### src/rtl/core/wpa_pkg.sv
`timescale 1ns / 1ps
// shared types and constants for the windowed peak autoscale block
// no dependencies; imported by every other file of the block

package wpa_pkg;

    // window and field widths
    localparam int DEPTH      = 60;
    localparam int CNT_W      = $clog2(DEPTH);
    localparam int SAMPLE_W   = 32;
    localparam int SCALE_W    = 33;
    localparam int WEIGHT_W   = 17;
    localparam int HEAD_W     = 18;
    localparam int MIN_W      = 32;
    localparam int FRAC       = 16;
    localparam int PROD_W     = SCALE_W + HEAD_W;
    localparam int CFG_IDX_W  = 2;
    localparam int CFG_DATA_W = 32;

    // q16 unity and register reset values
    localparam logic [WEIGHT_W-1:0] Q16_ONE        = WEIGHT_W'(65536);
    localparam logic [WEIGHT_W-1:0] WEIGHT_RST     = WEIGHT_W'(655);
    localparam logic [HEAD_W-1:0]   HEADROOM_RST   = HEAD_W'(72090);
    localparam logic [MIN_W-1:0]    MIN_SCALE_RST  = MIN_W'(1024);

    // input opcodes
    localparam logic OP_PUSH  = 1'b0;
    localparam logic OP_CLEAR = 1'b1;

    // configuration register indexes
    typedef enum logic [CFG_IDX_W-1:0] {
        CFG_DECAY_WEIGHT = 2'd0,
        CFG_HEADROOM     = 2'd1,
        CFG_MIN_SCALE    = 2'd2
    } t_cfg_idx;

    // top level sequencer
    typedef enum logic [1:0] {
        ST_IDLE,
        ST_SCAN,
        ST_MATH,
        ST_DONE
    } t_state;

    // scale arithmetic steps
    typedef enum logic [2:0] {
        SC_IDLE,
        SC_MUL_KEEP,
        SC_MUL_ADD,
        SC_MUL_HEAD,
        SC_FINISH
    } t_scale_step;

    // controls for the cell chain
    typedef struct packed {
        logic clear;
        logic push;
        logic rotate;
    } t_chain_ctl;

endpackage

### src/rtl/core/wpa_cell.sv
`timescale 1ns / 1ps
// one history cell: holds a sample and takes its neighbor's on each shift
// depends on wpa_pkg

module wpa_cell import wpa_pkg::*; (
    input  logic                i_clk,
    input  logic                i_rst_n,
    input  t_chain_ctl          i_ctl,
    input  logic [SAMPLE_W-1:0] i_d,
    output logic [SAMPLE_W-1:0] o_q
);

    logic [SAMPLE_W-1:0] r_q;

    // clear to zero, load neighbor on push or rotate
    always_ff @(posedge i_clk) begin
        if (!i_rst_n || i_ctl.clear) begin
            r_q <= '0;
        end else if (i_ctl.push || i_ctl.rotate) begin
            r_q <= i_d;
        end
    end

    assign o_q = r_q;

endmodule

### src/rtl/core/wpa_chain.sv
`timescale 1ns / 1ps
// ring of history cells with a single running-max comparator at the tail
// depends on wpa_pkg and wpa_cell

module wpa_chain import wpa_pkg::*; (
    input  logic                i_clk,
    input  logic                i_rst_n,
    input  t_chain_ctl          i_ctl,
    input  logic [SAMPLE_W-1:0] i_sample,
    output logic [SAMPLE_W-1:0] o_max
);

    logic [SAMPLE_W-1:0] w_q [DEPTH];
    logic [SAMPLE_W-1:0] w_d [DEPTH];
    logic [SAMPLE_W-1:0] r_max;
    logic [SAMPLE_W-1:0] w_tail;

    assign w_tail = w_q[DEPTH-1];

    // head takes the new sample on push, the tail on rotate
    assign w_d[0] = i_ctl.push ? i_sample : w_tail;

    genvar g;
    generate
        for (g = 1; g < DEPTH; g++) begin : g_link
            assign w_d[g] = w_q[g-1];
        end
        for (g = 0; g < DEPTH; g++) begin : g_cell
            wpa_cell u_cell (
                .i_clk   (i_clk),
                .i_rst_n (i_rst_n),
                .i_ctl   (i_ctl),
                .i_d     (w_d[g]),
                .o_q     (w_q[g])
            );
        end
    endgenerate

    // running max over the tail as the ring rotates once
    always_ff @(posedge i_clk) begin
        if (!i_rst_n || i_ctl.clear || i_ctl.push) begin
            r_max <= '0;
        end else if (i_ctl.rotate && (w_tail > r_max)) begin
            r_max <= w_tail;
        end
    end

    assign o_max = r_max;

endmodule

### config.mk
export PLATFORM = sky130hd
export DESIGN_NAME = wpa_chain
export DESIGN_NICKNAME = d
export VERILOG_FILES = /design/src/rtl/core/wpa_pkg.sv /design/src/rtl/core/wpa_cell.sv /design/src/rtl/core/wpa_chain.sv
export SDC_FILE = /design/constraint.sdc
export NUM_CORES = 2
export LEC_CHECK = 0
export BUFFER_PORTS_ARGS = -buffer_cell sky130_fd_sc_hd__buf_2
export CORE_MARGIN = 2
export CORE_UTILIZATION = 63
export CTS_CLUSTER_DIAMETER = 200
export DETAILED_ROUTE_END_ITERATION = 16
export GPL_ROUTABILITY_DRIVEN = 0
export HOLD_SLACK_MARGIN = 0.05
export MAX_ROUTING_LAYER = met4
export PLACE_DENSITY = 0.85
export SYNTH_ARGS = -nofsm -noshare
export SYNTH_HDL_FRONTEND = slang
export SYNTH_SLANG_ARGS = --single-unit
### constraint.sdc
create_clock -name i_clk -period 4 [get_ports i_clk]
set_input_delay 0.6 -clock i_clk [delete_from_list [all_inputs] [get_ports i_clk]]
set_output_delay 0.6 -clock i_clk [all_outputs]
set_load 0.02 [all_outputs]
* Yosys cells after proc, flatten, opt, wreduce, memory -nomap -nowiden
Index checks and enable logic that the tools add are counted.
** Storage, ports and cells
- Register bits :: 1952
- Bits of input ports :: 37
- Output and inout port bits :: 32
** Cells by class
- Magnitude comparators :: 1
- Multiplexer cells :: 1
- Reduce and logical (&&, ||, !) cells :: 5
** Operators by type and width (number)
- $gt A32 B32 Y1 :: 1
- $mux W32 :: 1
- $logic_or A1 B1 Y1 :: 3
- $logic_and A1 B1 Y1 :: 1
- $logic_not A1 Y1 :: 1

* Depth between registers and ports, before layout
- Word-level depth :: 3
- Mapped depth :: 9
- Mapped depth without buffers :: 8

* Cells and area by module
Synthesis repeated with hierarchy kept, for this count alone.
** Unflattened totals
- Cells, all modules :: 9055
- Area, all modules :: 84568.6 um^2
** By module, submodules not included
- wpa_cell :: times used 60, cells an instance 146, area an instance 1367.6 um^2, sequential area each 640.6 um^2
- wpa_chain :: times used 1, cells an instance 295, area an instance 2514.9 um^2, sequential area each 640.6 um^2

* Least setup slack after synthesis
OpenSTA, ideal clock, no wires.
- Path type :: reg-to-reg
- Start :: register r_max[17] (netlist: o_max[17])
- End :: register r_max[1] (netlist: o_max[1])
- Library setup time :: 72 ps
- Data arrival time :: 2351 ps
- Required time :: 3928 ps
- Setup slack :: 1577 ps
- Cell stages (with the launch flop) :: 10
- Buffers on the path :: 1
- Period minus slack after synthesis :: 2423 ps
- Cell sequence :: dfxtp_1 inv_1 ha_1 a21o_1 a221o_1 a221oi_1 o21ai_1 a32oi_4 buf_12 mux2i_1
** Between the ends
- Cells in the longest elaborated chain, start to end :: 2
** RTL lines
- from (decl) :: line wpa_chain.sv:15 : logic [SAMPLE_W-1:0] r_max;
- from (signal assigned) :: line wpa_chain.sv:44 : r_max <= w_tail;
- $gt A32 B32 Y1 :: line wpa_chain.sv:43 : end else if (i_ctl.rotate && (w_tail > r_max)) begin
- $logic_and A1 B1 Y1 :: line wpa_chain.sv:43
No other way between the ends.
A chain may end at the register's enable or synchronous reset.

* Final worst setup path
- Start :: register r_max[28] (netlist: o_max[28])
- End :: register r_max[29] (netlist: o_max[29])
The elaborated chain is that of the path after synthesis.

==> results.cfg <==
[place]
place_worst_setup_slack_ps = 1070
dp_hpwl_um = 71500
numPortBuffers = 68

[run]
maxCapViolCount = 0

[final_layout]
nNetsFinal = 8412
n_antenna_cell = 0
drive_above_1_share_pct = 5.89
areaGrowthSynthToFinish_pct = 11.2

[critical_path]
criticalPathCategory = flop to flop
cp-start-kind = flop
crit_required_ps = 4710
arrival_ps = 3760
worstPathMaxFanout = 18
crit_slowest_cell = a32oi_4
cp-end-kind = flop
worst-r2r-cell-count = 9
crit_cells = 9
crit_family = simple AND/OR/NAND/NOR gates
cp_cell_sequence = inv_1 -> ha_1 -> nand4_2 -> nor4_2 -> and4_1 -> nand3_2 -> a32oi_4 -> buf_12 -> mux2i_1
cpPeakStageDelay_ps = 790
worst-path-buf-inv = 2

[global_routing]
antenna_found_initial = 0
grt_use_total_pct = 23.7
grt_max_degree = 224
grt_pass1_wl_um = 221000
overflow = 0
grt_pass1_vias = 50300

[power]
p_int_mw = 29.6
p_leak_nw = 23.4
power_density_nw_per_um2 = 504
ir_drop_uv = 481
seq_power_share_pct = 51.5
switchingPower_mw = 8.24
fin_total_pwr_mw = 37.8
power_switching_share_pct = 21.8
comb_power_share_pct = 3.0
power_frac_clock_pct = 45.5

[sta]
slew_viol_final = 0
setup_ws_ps = 943
holdWs_ps = 95.1
rsz0062_at_grt = false
hold_violations = 0
fmax_ghz = 0.327
clock_skew_ps = 34.7
tightestPinTransition_ps = 992
slew_headroom_pct = 33.9
finalCritPeriodShare_pct = 76.4
finalSetupTns_ps = 0
setup_viol = 0
min_period_ps = 3060

[clocking]
cts_buffers = 177
clkSlewWorstSetupHoldPaths_ps = 70
cts_tree = yes
cts_root_buf = clkbuf_16
htreeDepth = 4
clkLatencyLatePin_ps = 790
clock_sinks = 1952
cts_buffer_depth = 3

[floorplan]
core_um2 = 106000
die_h_um = 331
fp.dieW_um = 331
start_util_pct = 63.8
top_level_ports = 69
dieArea_um2 = 110000
rows = 119

[worst_hold_path]
hp-class = input pin to flop
min_path_cells = 3

[route]
first_pass_iters = 5
drtIter0Drc = 3828
drc = 0
vias = 53300
ant_nets = 0
routedWlPerCell_um = 13.1
viasPerCell = 5.39
wirelength_um = 129000

[synth]
ys_seq_area_share_pct = 58.0
synth_edf_count = 0
synth_cell_type_count = 38
ys.warnings.count = 0
synthCells = 8610
synthFlopType = dfxtp_1
async_flop_share_pct = 0
syn_area_um2 = 67400
syn_area_per_cell_um2 = 7.83
ys_ff_latch = 1952
synth_nets = 8679

[status]
status = completed
[flip-flops by register name, indices dropped and copies added, names as in the netlist]
| register | cells |
|---|---|
| g_cell.u_cell.o_q | 1920 |
| o_max | 32 |
[per-layer routing]
| layer | track usage (%) | share of wire, % | up-vias |
|---|---|---|---|
| met3 | 3.37 | 3.4 | 308 |
| met4 | 8.46 | 2.8 | 0 |
| met2 | 41.6 | 51 | 901 |
| met5 | - | 0 | - |
| li1 | - | - | 27000 |
| met1 | 27.7 | 43 | 25100 |
[through the flow]
| step | cells | cell area [µm²] | util [%] |
|---|---|---|---|
| 6_report | 9883 | 75000 | 70.9 |
| 5_1_grt | 9883 | 75000 | 70.9 |
| 4_1_cts | 9883 | 75000 | 70.9 |
| 3_5_place_dp | 9541 | 68700 | 65.0 |
| 3_3_place_gp | 9541 | 68700 | 65.0 |
| 2_1_floorplan | 8610 | 67400 | - |
[final cells by class]
type / count / area [µm²]
inverter: 33 / 124
clock buffer: 265 / 5310
timing repair buffer: 207 / 2240
clock inverter: 63 / 762
tap: 1391 / 1740
multi-input combinational: 5972 / 25700
fill: 7488 / 30700
sequential: 1952 / 39100
[cell families after synthesis]
| kind of cell | after synthesis | share of synthesized area [%] |
|---|---|---|
| AO/OA/AOI/OAI | 1945 | 14.5 |
| adder cells (fa/ha/maj) | 32 | 0.594 |
| buffers and inverters | 686 | 3.93 |
| multiplexers | 64 | 0.950 |
| AND/OR/NAND/NOR | 3931 | 22.0 |
| flip-flops | 1952 | 58.0 |
[placed cells by master, fill, tap and decap left out, types with 2 or more instances in the layout]
master         synthesis  layout
mux2i_1               64      64
buf_4                  0      59
clkinv_2               0      36
clkbuf_8               0      49
o21ai_0                2       2
ha_1                  32      32
nor2_4                 0       2
dlygate4sd3_1          0      14
nand4_2                2       2
a21boi_2               2       2
nand2_1             3848    3848
buf_12                 3      66
dfxtp_1             1952    1952
buf_2                  9      68
clkbuf_1             633      36
bufinv_16              0      10
a21oi_1             1931    1931
inv_16                 0       2
inv_1                 33      33
nand4_1                2       2
clkinv_16              0       4
clkinv_8               0       4
clkinvlp_4             0       4
clkbuf_16              0     180
inv_6                  0       2
nor2_1                68      66
[path summary, 6_finish.rpt]
kind                        startpoint                   endpoint  slack (ps)
max                          o_max[28]                  o_max[29]         940
min                       i_sample[22]   g_cell[0].u_cell.o_q[22]         100
max reg2reg                  o_max[28]                  o_max[29]         940
min reg2reg  g_cell[45].u_cell.o_q[22]  g_cell[46].u_cell.o_q[22]         420
[synthesized netlist by cell type, drive strengths merged (2+ instances only)]
library cell,instances,area share (%)
nand2,3848,21
dfxtp,1952,58
a21oi,1931,14
clkbuf,633,3.5
nor2,68,0.38
mux2i,64,0.95
inv,33,0.18
ha,32,0.59
buf,19,0.21
nand4,4,0.056
o21ai,3,0.022
a21boi,2,0.033
and4,2,0.028
nand3,2,0.022
nor4,2,0.050
[power groups by stage]
stage / sequential (mW) / clock (mW) / combinational (mW)
final: 19.5 / 17.2 / 1.15
after floorplan: 19.9 / 0 / 0.804
after global placement: 19.9 / 0 / 1.12
after detailed placement: 19.9 / 0 / 1.13
after CTS: 19.5 / 17.4 / 1.14
after global routing: 19.4 / 18.2 / 1.25
[timing repair]
| action | in CTS | in global routing |
|---|---|---|
| hold buffers | 14 | 0 |
| buffers inserted | 0 | 0 |
| gates resized for setup | 0 | 0 |
| endpoints found under the hold margin | 14 | 0 |
[worst min-delay path, cell delays in order]
cell and delay [ps]:
buf_2 100, a21oi_1 60, nor2_1 80
No activity file was read; power rests on OpenSTA's default activity.
