## src/rtl/core/wpa_pkg.sv

```systemverilog
`timescale 1ns / 1ps
// shared types and constants for the windowed peak autoscale block
// no dependencies; imported by every other file of the block

package wpa_pkg;

    // window and field widths
    localparam int DEPTH      = 60;
    localparam int CNT_W      = $clog2(DEPTH);
    localparam int SAMPLE_W   = 32;
    localparam int SCALE_W    = 33;
    localparam int WEIGHT_W   = 17;
    localparam int HEAD_W     = 18;
    localparam int MIN_W      = 32;
    localparam int FRAC       = 16;
    localparam int PROD_W     = SCALE_W + HEAD_W;
    localparam int CFG_IDX_W  = 2;
    localparam int CFG_DATA_W = 32;

    // q16 unity and register reset values
    localparam logic [WEIGHT_W-1:0] Q16_ONE        = WEIGHT_W'(65536);
    localparam logic [WEIGHT_W-1:0] WEIGHT_RST     = WEIGHT_W'(655);
    localparam logic [HEAD_W-1:0]   HEADROOM_RST   = HEAD_W'(72090);
    localparam logic [MIN_W-1:0]    MIN_SCALE_RST  = MIN_W'(1024);

    // input opcodes
    localparam logic OP_PUSH  = 1'b0;
    localparam logic OP_CLEAR = 1'b1;

    // configuration register indexes
    typedef enum logic [CFG_IDX_W-1:0] {
        CFG_DECAY_WEIGHT = 2'd0,
        CFG_HEADROOM     = 2'd1,
        CFG_MIN_SCALE    = 2'd2
    } t_cfg_idx;

    // top level sequencer
    typedef enum logic [1:0] {
        ST_IDLE,
        ST_SCAN,
        ST_MATH,
        ST_DONE
    } t_state;

    // scale arithmetic steps
    typedef enum logic [2:0] {
        SC_IDLE,
        SC_MUL_KEEP,
        SC_MUL_ADD,
        SC_MUL_HEAD,
        SC_FINISH
    } t_scale_step;

    // controls for the cell chain
    typedef struct packed {
        logic clear;
        logic push;
        logic rotate;
    } t_chain_ctl;

endpackage

```

## src/rtl/core/wpa_scale.sv

```systemverilog
`timescale 1ns / 1ps
// scale update: jump, q16 decay blend, headroom floor and min floor
// one shared multiplier over three steps; depends on wpa_pkg

module wpa_scale import wpa_pkg::*; (
    input  logic                i_clk,
    input  logic                i_rst_n,
    input  logic                i_start,
    input  logic [SCALE_W-1:0]  i_held,
    input  logic [SAMPLE_W-1:0] i_max,
    input  logic [WEIGHT_W-1:0] i_weight,
    input  logic [HEAD_W-1:0]   i_headroom,
    input  logic [MIN_W-1:0]    i_min_scale,
    output logic                o_done,
    output logic [SCALE_W-1:0]  o_scale
);

    t_scale_step         r_step, n_step;
    logic [PROD_W-1:0]   r_prod, n_prod;
    logic [PROD_W-1:0]   r_acc, n_acc;
    logic [WEIGHT_W-1:0] w_weight;
    logic [WEIGHT_W-1:0] w_keep;
    logic [SCALE_W-1:0]  m_a;
    logic [HEAD_W-1:0]   m_b;
    logic [PROD_W-1:0]   m_p;
    logic [SCALE_W-1:0]  w_max_ext;
    logic [SCALE_W-1:0]  w_blend;
    logic [SCALE_W-1:0]  w_floor;
    logic [SCALE_W-1:0]  w_min_ext;
    logic [SCALE_W-1:0]  w_pick;

    // weight above one counts as one
    assign w_weight  = (i_weight > Q16_ONE) ? Q16_ONE : i_weight;
    assign w_keep    = Q16_ONE - w_weight;
    assign w_max_ext = SCALE_W'(i_max);
    assign w_min_ext = SCALE_W'(i_min_scale);

    // shared multiplier operands
    always_comb begin
        case (r_step)
            SC_MUL_KEEP: begin
                m_a = i_held;
                m_b = HEAD_W'(w_keep);
            end
            SC_MUL_ADD: begin
                m_a = w_max_ext;
                m_b = HEAD_W'(w_weight);
            end
            SC_MUL_HEAD: begin
                m_a = w_max_ext;
                m_b = i_headroom;
            end
            default: begin
                m_a = '0;
                m_b = '0;
            end
        endcase
    end

    assign m_p = PROD_W'(m_a) * PROD_W'(m_b);

    // blend truncated, headroom product saturated to 33 bits
    assign w_blend = r_acc[FRAC+SCALE_W-1:FRAC];
    assign w_floor = r_prod[FRAC+SCALE_W] ? {SCALE_W{1'b1}} : r_prod[FRAC+SCALE_W-1:FRAC];

    // final selection
    always_comb begin
        if (w_max_ext > i_held) begin
            w_pick = w_max_ext;
        end else if (w_blend < w_floor) begin
            w_pick = w_floor;
        end else begin
            w_pick = w_blend;
        end
        o_scale = (w_pick < w_min_ext) ? w_min_ext : w_pick;
    end

    // step sequencing
    always_comb begin
        n_step = r_step;
        n_prod = r_prod;
        n_acc  = r_acc;
        o_done = 1'b0;
        case (r_step)
            SC_IDLE: begin
                if (i_start) begin
                    n_step = SC_MUL_KEEP;
                end
            end
            SC_MUL_KEEP: begin
                n_prod = m_p;
                n_step = SC_MUL_ADD;
            end
            SC_MUL_ADD: begin
                n_acc  = r_prod;
                n_prod = m_p;
                n_step = SC_MUL_HEAD;
            end
            SC_MUL_HEAD: begin
                n_acc  = r_acc + r_prod;
                n_prod = m_p;
                n_step = SC_FINISH;
            end
            SC_FINISH: begin
                o_done = 1'b1;
                n_step = SC_IDLE;
            end
            default: begin
                n_step = SC_IDLE;
            end
        endcase
    end

    always_ff @(posedge i_clk) begin
        if (!i_rst_n) begin
            r_step <= SC_IDLE;
        end else begin
            r_step <= n_step;
        end
    end

    always_ff @(posedge i_clk) begin
        r_prod <= n_prod;
        r_acc  <= n_acc;
    end

endmodule
```

## config.mk

```make
export PLATFORM = sky130hd
export DESIGN_NAME = wpa_scale
export DESIGN_NICKNAME = d
export VERILOG_FILES = /design/src/rtl/core/wpa_pkg.sv /design/src/rtl/core/wpa_scale.sv
export SDC_FILE = /design/constraint.sdc
export NUM_CORES = 2
export LEC_CHECK = 0
export BUFFER_PORTS_ARGS = -buffer_cell sky130_fd_sc_hd__clkbuf_2
export CELL_PAD_IN_SITES_DETAIL_PLACEMENT = 1
export CELL_PAD_IN_SITES_GLOBAL_PLACEMENT = 1
export CORE_UTILIZATION = 49
export CTS_CLUSTER_SIZE = 25
export DETAILED_ROUTE_END_ITERATION = 6
export PLACE_DENSITY = 0.82
export SYNTH_ARGS = -nofsm -noshare
export SYNTH_HDL_FRONTEND = slang
export SYNTH_SLANG_ARGS = --single-unit
```

## constraint.sdc

```tcl
create_clock -name i_clk -period 12 [get_ports i_clk]
set_clock_uncertainty 0.1 [all_clocks]
set_input_delay 1.2 -clock i_clk [delete_from_list [all_inputs] [get_ports i_clk]]
set_output_delay 1.2 -clock i_clk [all_outputs]
set_load 0.01 [all_outputs]
```

# --- Word level (Yosys, flattened, before mapping) ---
# Cells that the tools add are included.
totals:
  in_bits: 135
  word_cells: 30
  out_inout_bits: 34
  regBits: 105
op_classes:
  order_cmp: 4
  n_mux: 11
  eq_ne: 5
  multipliers: 1
  n_reduce_logical: 4
  add_sub_neg: 2
ops:
  columns: ["op", "count"]
  rows:
  - ["two-way mux 33 bit", 4]
  - ["one-hot mux 51 bit (2 select lines)", 1]
  - ["one-hot mux 33 bit (2 select lines)", 1]
  - ["one-hot mux 18 bit (3 select lines)", 1]
  - ["adder 51 bit", 1]
  - ["multiplier 33 x 18 -> 51 bit", 1]
  - ["greater-than comparator 32 x 33 -> 1 bit", 1]
  - ["less-than comparator 33 x 32 -> 1 bit", 1]
  - ["less-than comparator 33 bit", 1]
  - ["greater-than comparator 17 bit, second input constant", 1]
  - ["two-way mux 17 bit", 1]
  - ["subtractor 17 bit, first input constant", 1]
  - ["one-hot mux 3 bit (4 select lines)", 1]
  - ["== test 3 x 2 -> 1 bit, second input constant", 2]
  - ["== test 3 x 1 -> 1 bit, second input constant", 1]
  - ["== test 3 bit, second input constant", 1]
  - ["logical NOT 3 bit", 1]
  - ["two-way mux 3 bit", 1]
  - ["OR reduction 3 bit", 1]
  - ["inequality test 2 bit, second input constant", 1]
  - ["nonzero test 2 bit", 1]
  - ["OR reduction 2 bit", 1]
  - ["two-way mux 1 bit", 1]

# --- Logic depth before layout (Yosys ltp) ---
depth:
  ltp_word: 6
  ltp_mapped: 35
  depth_no_buf: 31

# --- Least setup slack after synthesis ---
# No wires, ideal clock.
synth_path:
  path_type: "register to register"
  startpoint: "register r_step[1]"
  endpoint: "register r_prod[49], data pin"
  setup_ns: 0.260
  arrival_time_ns: 8.766
  path_stages_with_launch: 31
  synth_period_minus_slack_ns: 9.126
  required_time_ns: 11.640
  slack_ns: 2.874
  cell_sequence: "dfxtp_1 -> clkbuf_1 -> nand2b_1 -> inv_1 -> clkbuf_1 -> buf_1 -> buf_1 -> a22oi_1 -> nor2_1 -> fa_1 -> fa_1 -> inv_1 -> fa_1 -> inv_1 -> fa_1 -> fa_1 -> inv_1 -> fa_1 -> inv_1 -> ha_1 -> clkbuf_1 -> a21oi_1 -> o21ai_1 -> nor2b_1 -> a2111oi_1 -> a31oi_1 -> a21o_1 -> a2111oi_2 -> o31ai_1 -> a21oi_1 -> xnor2_1"
synth_via:
  elab_chain_cells: 4
  word_cells_on_any_way: 7
synth_lines:
  columns: ["item", "line", "rtl"]
  rows:
  - ["start: declaration", "wpa_scale.sv:18", "t_scale_step r_step, n_step;"]
  - ["start signal: assignment", "wpa_scale.sv:118", "r_step <= n_step;"]
  - ["== test 3 x 2 -> 1 bit", "wpa_scale.sv:40", "case (r_step)"]
  - ["OR reduction 2 bit (no line)", null, null]
  - ["one-hot mux 33 bit (2 select lines)", "wpa_scale.sv:40", null]
  - ["multiplier 33 x 18 -> 51 bit (*)", "wpa_scale.sv:60", "assign m_p = PROD_W'(m_a) * PROD_W'(m_b);"]
  - ["net m_p[49]", "wpa_scale.sv:25", "logic [PROD_W-1:0] m_p;"]
  - ["end signal: assignment", "wpa_scale.sv:123", "r_prod <= n_prod;"]
  - ["end: declaration", "wpa_scale.sv:19", "logic [PROD_W-1:0] r_prod, n_prod;"]
# Mark *: on every way through the listed nets, which the timed path passes. The rest lies on a longest branch.
# A chain may end at the register's enable or synchronous reset.

# --- Worst setup path in the final report ---
layout_path:
  startpoint: "input i_weight[2]"
  endpoint: "register r_prod[49], data pin"
layout_via:
  elab_chain_cells: 5
layout_lines:
  columns: ["item", "line", "rtl"]
  rows:
  - ["start: declaration", "wpa_scale.sv:11", "input logic [WEIGHT_W-1:0] i_weight,"]
  - ["greater-than comparator 17 bit", "wpa_scale.sv:33", "assign w_weight = (i_weight > Q16_ONE) ? Q16_ONE : i_weight;"]
  - ["two-way mux 17 bit (*)", "wpa_scale.sv:33", null]
  - ["subtractor 17 bit", "wpa_scale.sv:34", "assign w_keep = Q16_ONE - w_weight;"]
  - ["one-hot mux 18 bit (3 select lines) (*)", "wpa_scale.sv:40", null]
  - ["multiplier 33 x 18 -> 51 bit (*)", "wpa_scale.sv:60", null]
  - ["net m_p[49]", "wpa_scale.sv:25", null]
# Marked as above.

==> flow_summary_export.csv <==
group,metric,value,unit
floorplanning,num_rows,88,
grt,grtUsageMet3,0.0610,
clock_network,cts-root-buf,"clkbuf_16",
sta,slew_violations,0,
worst_setup_path,cp-end-kind,"register",
synth,syn_inst,3502,
clock_network,clk_pin_slew_worst_paths,80,ps
pwr,p_per_area,82.9,nW/um^2
final_layout,layout_commonest_cell,"inv_1",
synth,async_flop_share,0,
sta,fin_crit_sh,0.888,
placed_design,dpl.hpwl,84.5,mm
drt,dr.pass1.iters,6,
sta,setup-tns-final,0,ps
floorplanning,die_area,60300,um^2
final_layout,area_delta_synth_final,7.17,%
clock_network,cts_setup_buffers,0,
sta,max_freq,0.0939,GHz
clock_network,numCtsBuffers,9,
grt,antenna_found_initial,1,
clock_network,ctsResizeCount,0,
worst_setup_path,cp_common_cell,"fa_1",
synth,synth-main-ff-cell,"edfxtp_1",
floorplanning,die_w,246,um
placed_design,numPortBuffers,168,
sta,finalSetupViolCount,0,
final_layout,num-nets-final,4483,
job,maxCapViolCount,0,
hold_path,hp-class,"register to register",
grt,grt_pass1_wl,160,mm
floorplanning,num_io_pins,169,
grt,grt-ovfl-total,0,
drt,antenna_left,0,
synth,synth_edf_count,99,
outcome,outcome,"completed",
drt,drcViolationCount,0,
pwr,ir_drop,0.0763,mV
clock_network,hold_buffers,0,
grt,gr-max-usage-layer,"met2",
synth,synth_nets,4398,
clock_network,cts_htree_levels,3,
worst_setup_path,cp.arrival,10680,ps
synth,yosysSeqAreaShare,0.104,
synth,syn_area,29100,um^2
sta,setup_slack,1350,ps
worst_setup_path,critical_path.max_stage_delay,800,ps
clock_network,cts_tree,"yes",
drt,wl,103,mm
drt,drt_iter0_drc,1498,
worst_setup_path,crit_path_start_kind,"input port",
grt,grt_max_degree,95,
pwr,p_leak,16.1,nW
synth,synth_warnings,0,
worst_setup_path,critPathTopFamily,"compound AO/OA/AOI/OAI gates",
grt,met2_usage,0.578,
pwr,power,0.00258,W
synth,synthDistinctLibCells,73,
worst_setup_path,crit_fanout,18,
drt,viasPerCell,5.83,
final_layout,diodes,0,
grt,grt_pass1_vias,28400,
final_layout,final_layout_size_suffix_gt1_frac,0.0857,
drt,vias,25400,
worst_setup_path,slowest_stage,"a22o_1",
clock_network,clock_path_buffers,2,
clock_network,cts_sinks,102,
sta,relSlewSlack,0.0847,
sta,holdWs,479,ps
floorplanning,die_height,246,um
final_layout,final_cell_mix,"inv_1, nand2_1, fa_1",
clock_network,clock_latency,380,ps
floorplanning,start_util,0.500,
worst_setup_path,path_class,"input port to register",
placed_design,dpl_worst_slack,1050,ps
grt,gr-usage-met1,0.452,
sta,finalHoldViolCount,0,
sta,period_needed,10650,ps
drt,avgRoutedWirePerCell,23.7,um
grt,grt_usage,0.350,
final_layout,fin_util,0.536,
worst_setup_path,required,12020,ps
worst_setup_path,path_buf_inv,6,
sta,grt_setup_unrepaired,"no",
synth,synth-seq-cells,102,
floorplanning,core,58100,um^2
synth,syn_avg_cell_area,8.30,um^2
sta,worst_slew_pin_slew,1360,ps
placed_design,gp_congestion,0.952,
final timing paths:
| path | from | to | depth (start not counted) | slack [ps] |
|---|---|---|---|---|
| max | i_weight[2] | r_prod[49]$_DFFE_PP_ | 32 | 1350 |
| min reg2reg | r_prod[13]$_DFFE_PP_ | r_acc[13]$_DFFE_PN_ | 2 | 480 |
| max reg2reg | r_step[0]$_SDFFE_PN0P_ | r_prod[49]$_DFFE_PP_ | 29 | 2290 |
| min | r_prod[13]$_DFFE_PP_ | r_acc[13]$_DFFE_PN_ | 2 | 480 |
routing by layer:
metal / share of wire / wire length (um)
met5: 0.00013 / 13
met4: 0.042 / 4360
met3: 0.075 / 7740
met2: 0.47 / 48200
met1: 0.42 / 42900
tightest hold or removal path, cell delays in order (launching register included):
cell and delay (ps):
edfxtp_1 360, nand2_1 50, o21ai_0 60
power breakdown:
part / switching, W / internal, W
registers: 0.0000529 / 0.000474
clock network: 0.000160 / 0.000146
logic: 0.00111 / 0.000635
kinds of logic after synthesis:
| group | Yosys count | synth area share |
|---|---|---|
| buffers and inverters | 853 | 0.111 |
| xor gates and xnor gates | 90 | 0.0271 |
| and+or+nand+nor | 1090 | 0.161 |
| DFF | 102 | 0.104 |
| adders and majority gates | 761 | 0.456 |
| muxes | 39 | 0.0149 |
| AOI/OAI and AO/OA | 567 | 0.126 |
Yosys cell counts (all sizes together) (33+ instances only):
cell type,n,area [um^2]
ha,265,3320
a21oi,140,701
o311ai,33,289
clkbuf,140,528
nand3,71,355
xnor2,48,420
mux2,34,383
fa,496,9930
xor2,42,368
inv,695,2610
nor2,236,886
edfxtp,99,2970
a21o,98,736
o21ai,148,741
nand2,589,2210
and2,65,407
per-stage QoR:
stage          area (um^2)  std cells
2_1_floorplan        29100       3502
4_1_cts              31100       4357
3_5_place_dp         30800       4341
5_1_grt              31100       4357
6_report             31100       4357
3_3_place_gp         30800       4341
cell type report:
class / count / area (um^2)
Multi-Input combinational cell: 2547 / 22900
Clock inverter: 7 / 67.6
Clock buffer: 9 / 225
Inverter: 695 / 2610
Sequential cell: 102 / 3030
Timing Repair Buffer: 232 / 1320
Fill cell: 7085 / 27000
Tap cell: 765 / 957
state kept, by name, indices dropped and copies added (netlist names):
signal  count
r_step      3
r_acc      49
r_prod     50
Note: power is estimated with default switching activity, not from simulation.
